--- config.mk ---
export PLATFORM = sky130hd
export DESIGN_NAME = siud_ram
export DESIGN_NICKNAME = d
export VERILOG_FILES = /design/src/rtl/siud_ram.sv
export SDC_FILE = /design/constraint.sdc
export NUM_CORES = 1
export LEC_CHECK = 0
export ABC_AREA = 1
export BUFFER_PORTS_ARGS = -buffer_cell sky130_fd_sc_hd__buf_4
export CAP_MARGIN = 20
export CORE_ASPECT_RATIO = 1.1
export CORE_MARGIN = 5
export CORE_UTILIZATION = 30
export DETAILED_ROUTE_END_ITERATION = 16
export SYNTH_ARGS = -nofsm -noshare
export SYNTH_HDL_FRONTEND = slang
export SYNTH_SLANG_ARGS = --single-unit
--- constraint.sdc ---
create_clock -name clk -period 2.8 [get_ports clk]
set_input_delay 0.56 -clock clk [delete_from_list [all_inputs] [get_ports clk]]
set_output_delay 0.56 -clock clk [all_outputs]
set_load 0.02 [all_outputs]
--- src/rtl/siud_ram.sv ---
// ----------------------------------------------------------------------------
// siud_ram
// Simple dual-port synchronous RAM: one write port, one registered read port.
// ----------------------------------------------------------------------------
module siud_ram #(
    parameter int WIDTH = 32,
    parameter int DEPTH = 32,
    parameter int AW    = (DEPTH > 1) ? $clog2(DEPTH) : 1
) (
    input  logic             clk,
    input  logic             we,
    input  logic [AW-1:0]    waddr,
    input  logic [WIDTH-1:0] wdata,
    input  logic [AW-1:0]    raddr,
    output logic [WIDTH-1:0] rdata
);

    logic [WIDTH-1:0] mem [DEPTH];

    // Write and registered read
    always_ff @(posedge clk)
    begin
        if (we)
        begin
            mem[waddr] <= wdata;
        end
        rdata <= mem[raddr];
    end

endmodule

==> results.md <==
- Run status: complete, no violations
- Fraction of final layout cells with drive strength greater than 1: 10.8%
- Clock-pin slew of the registers on the worst-case setup and hold paths: 70 ps
- Area after detailed placement: 45500 um2
- Area growth syn-to-layout: 15.6%
- Sequential element share of the synthesized area: 74.0%
- Net switching power figure: 7660 uW
- HPWL after detailed placement: 63.5 mm
- Antenna violations before repair: 5
- Via density per instance: 4.90
- Number of instances in the synthesized netlist: 3536
- Maximum clock skew at final layout: 54.9 ps
- Proportion of power drawn by flip-flops and latches: 51.9%
- Number of placement rows: 144
- Post-synthesis cell type count: 14
- Buffer depth of the longest clock path: 3
- Hold bufs inserted after CTS: 0
- Relative max-transition margin: 53.2%
- Initial Utilization: 30.2%
- Design Power: 34000 uW
- Final cell area excluding filler cells: 49000 um2
- Count of yosys warnings during synthesis: 0
- Design internal power: 26400 uW
- Die Ht: 404 um
- Mapped Avg Cell Area: 12.0 um2
- Setup TNS: 0 ps
- Cell count after placement: 5339
- Maximum Capacitance Violations: 0
- Number of optimization iterations in the first detailed-route pass: 6
- Die Span X: 368 um
- Critical path, cell by cell: buf_4
- Total CTS buffers: 104
- Switching share of total power: 22.5%
- Area of the core: 140000 um2
- VDD IR max: 0.000451 V
- Post-layout nets: 3664
- Minimum setup slack among reg-to-reg paths: 1600 ps
- Most frequent cells in the layout: 1440 x nand2_1, 1024 x edfxtp_1, 780 x nand3_1
- Pleak: 0.0177 uW
- Depth of the CTS H-tree: 3
- Combinational share of power: 6.3%
- Clk Tree Root Cell: clkbuf_16
- Total detailed-routing wirelength: 118 mm
- R2R depth: 8
- TritonCTS clock tree: done
- Number of sinks driven by the clock tree: 1056
- Actual slew at the worst max-slew pin: 702 ps
- Post-Syn Nets: 3580
- Cell Pwr Density: 694 nW/um2
- Crit-path max FO: 1
- Area of the mapped netlist: 42400 um2
- Required @ worst endpoint: 2240 ps
- RSZ-0062 raised after global routing: false
- Final hold violation count: 0
- Most frequent standard cell in the layout excluding fill and tap cells: nand2_1
- Path type of the worst min-delay path: in2reg
- Maximum frequency from static timing analysis: 0.475 GHz
- Skew-Pair Late Insertion Delay: 670 ps
- Layout Cells excl Fill: 5541
- Critical Path Source: rdata[16]
- Category of the worst setup path launch point: register
- Worst reg2reg startpoint: mem[10][11]
- Post-cts gate resize count: 0
- Clock network fraction of design power: 41.8%
- Crit Path Category: reg2out
- Final setup vio count: 0
- Capturing point of the worst reg2reg path: rdata[11]
- Worst EP arrival: 1550 ps
- Min Tclk post-route: 2110 ps
- All-Layer GR Usage: 15.6%
- Port Buffer Count: 75
- Sum of buffers and inverters on the critical path: 1
- Routability congestion estimate from global placement: 0.779
- Largest net degree at the start of global routing: 121
- Worst setup endpoint: rdata[16]
- Worst Hold Slack: 272 ps
- Kind of end point of the critical path: primary output
- Critical Path Max Stage Delay: 620 ps
- Worst path slowest cell: dfxtp_1
- Global-route wire length before repair: 175 mm
- I/O pin count: 76
- Crit. path cell count: 1
- Number of vias after detailed routing: 27200
- Launch instance of the worst min-delay path: wdata[0]
- Flop and latch count out of synthesis: 1056
- Gr ovfl total: 0
- Number of DRC markers after the initial detailed-route iteration: 2978
- Residual DRC count: 0
- Die Footprint: 149000 um2
- Number of antenna-violating nets in the routed design: 0
- Share of the clock period used by the worst path after layout: 75.2%
- Family with the most delay on the worst path: flip-flops
- Count of pins over their slew limit: 0
- Per-cell routed wire length: 21.4 um
- Vias in the first global route: 26100
- Buffers inserted by post-CTS timing repair: 0
## worst min-delay path by stage
stage | end | slack (ps) | cells past startpoint
6_report | mem[25][0] | 270 | 1
5_1_grt | mem[25][0] | 250 | 1
4_1_cts | mem[25][0] | 220 | 1
3_5_place_dp | rdata[3] | 730 | 8
3_3_place_gp | rdata[25] | 730 | 8
2_1_floorplan | mem[0][0] | 660 | 0
## per-layer routing
metal / wire (um) / part of all wire, % / track usage (%) / up-vias
met5: 0 / 0 / 0 / -
li1: - / - / - / 12500
met3: 9080 / 7.7 / 2.84 / 192
met1: 49400 / 42 / 21.0 / 13400
met4: 3990 / 3.4 / 5.30 / 0
met2: 55900 / 47 / 25.5 / 1027
## cells by family (layout without fill, tap and decap cells)
family	count (synthesis)	count (layout)	share of synthesized area [%]
flops	1056	1056	74.0
other cells	0	5	0
simple gates	2252	2252	22.2
buf+inv	228	403	3.74
## final cells by class
| cell class | count | area [um2] |
|---|---|---|
| Fill cell | 13400 | 91300 |
| Sequential cell | 1056 | 31400 |
| Multi-Input combinational cell | 2252 | 9670 |
| Clock buffer | 131 | 2810 |
| Tap cell | 1825 | 2280 |
| Timing Repair Buffer | 196 | 2070 |
| Clock inverter | 66 | 711 |
| Inverter | 10 | 67.6 |
| Antenna cell | 5 | 12.5 |
## Yosys cell counts
library cell  number  area, um2
nand2_1         1440       5410
buf_1             18       67.6
dfxtp_1           32        641
buf_4             24        180
inv_1              7       26.3
inv_8              1       11.3
buf_2             83        415
edfxtp_1        1024      30700
clkbuf_1          24       90.1
nor2_1            32        120
inv_2              2       7.51
buf_8              3       45.0
nand3_1          780       3900
buf_6             66        743
## flip-flops by register name, indices dropped and copies added, names as in the netlist
name / flops
mem: 1024
rdata: 32
## stage by stage
stage	setup WS [ps]	utilization (%)
2_1_floorplan	164	-
3_3_place_gp	490	32.4
3_5_place_dp	490	32.4
4_1_cts	671	34.9
5_1_grt	680	34.9
6_report	694	34.9
## power groups by stage
| stage | Clock, uW | Sequential, uW | Combinational [uW] |
|---|---|---|---|
| after floorplan | 0 | 18000 | 1210 |
| after global placement | 0 | 18000 | 2130 |
| after detailed placement | 0 | 18000 | 2150 |
| after CTS | 14500 | 17700 | 2160 |
| after global routing | 15100 | 17700 | 2370 |
| final | 14200 | 17700 | 2150 |
Power figures use the tool's default switching activity.
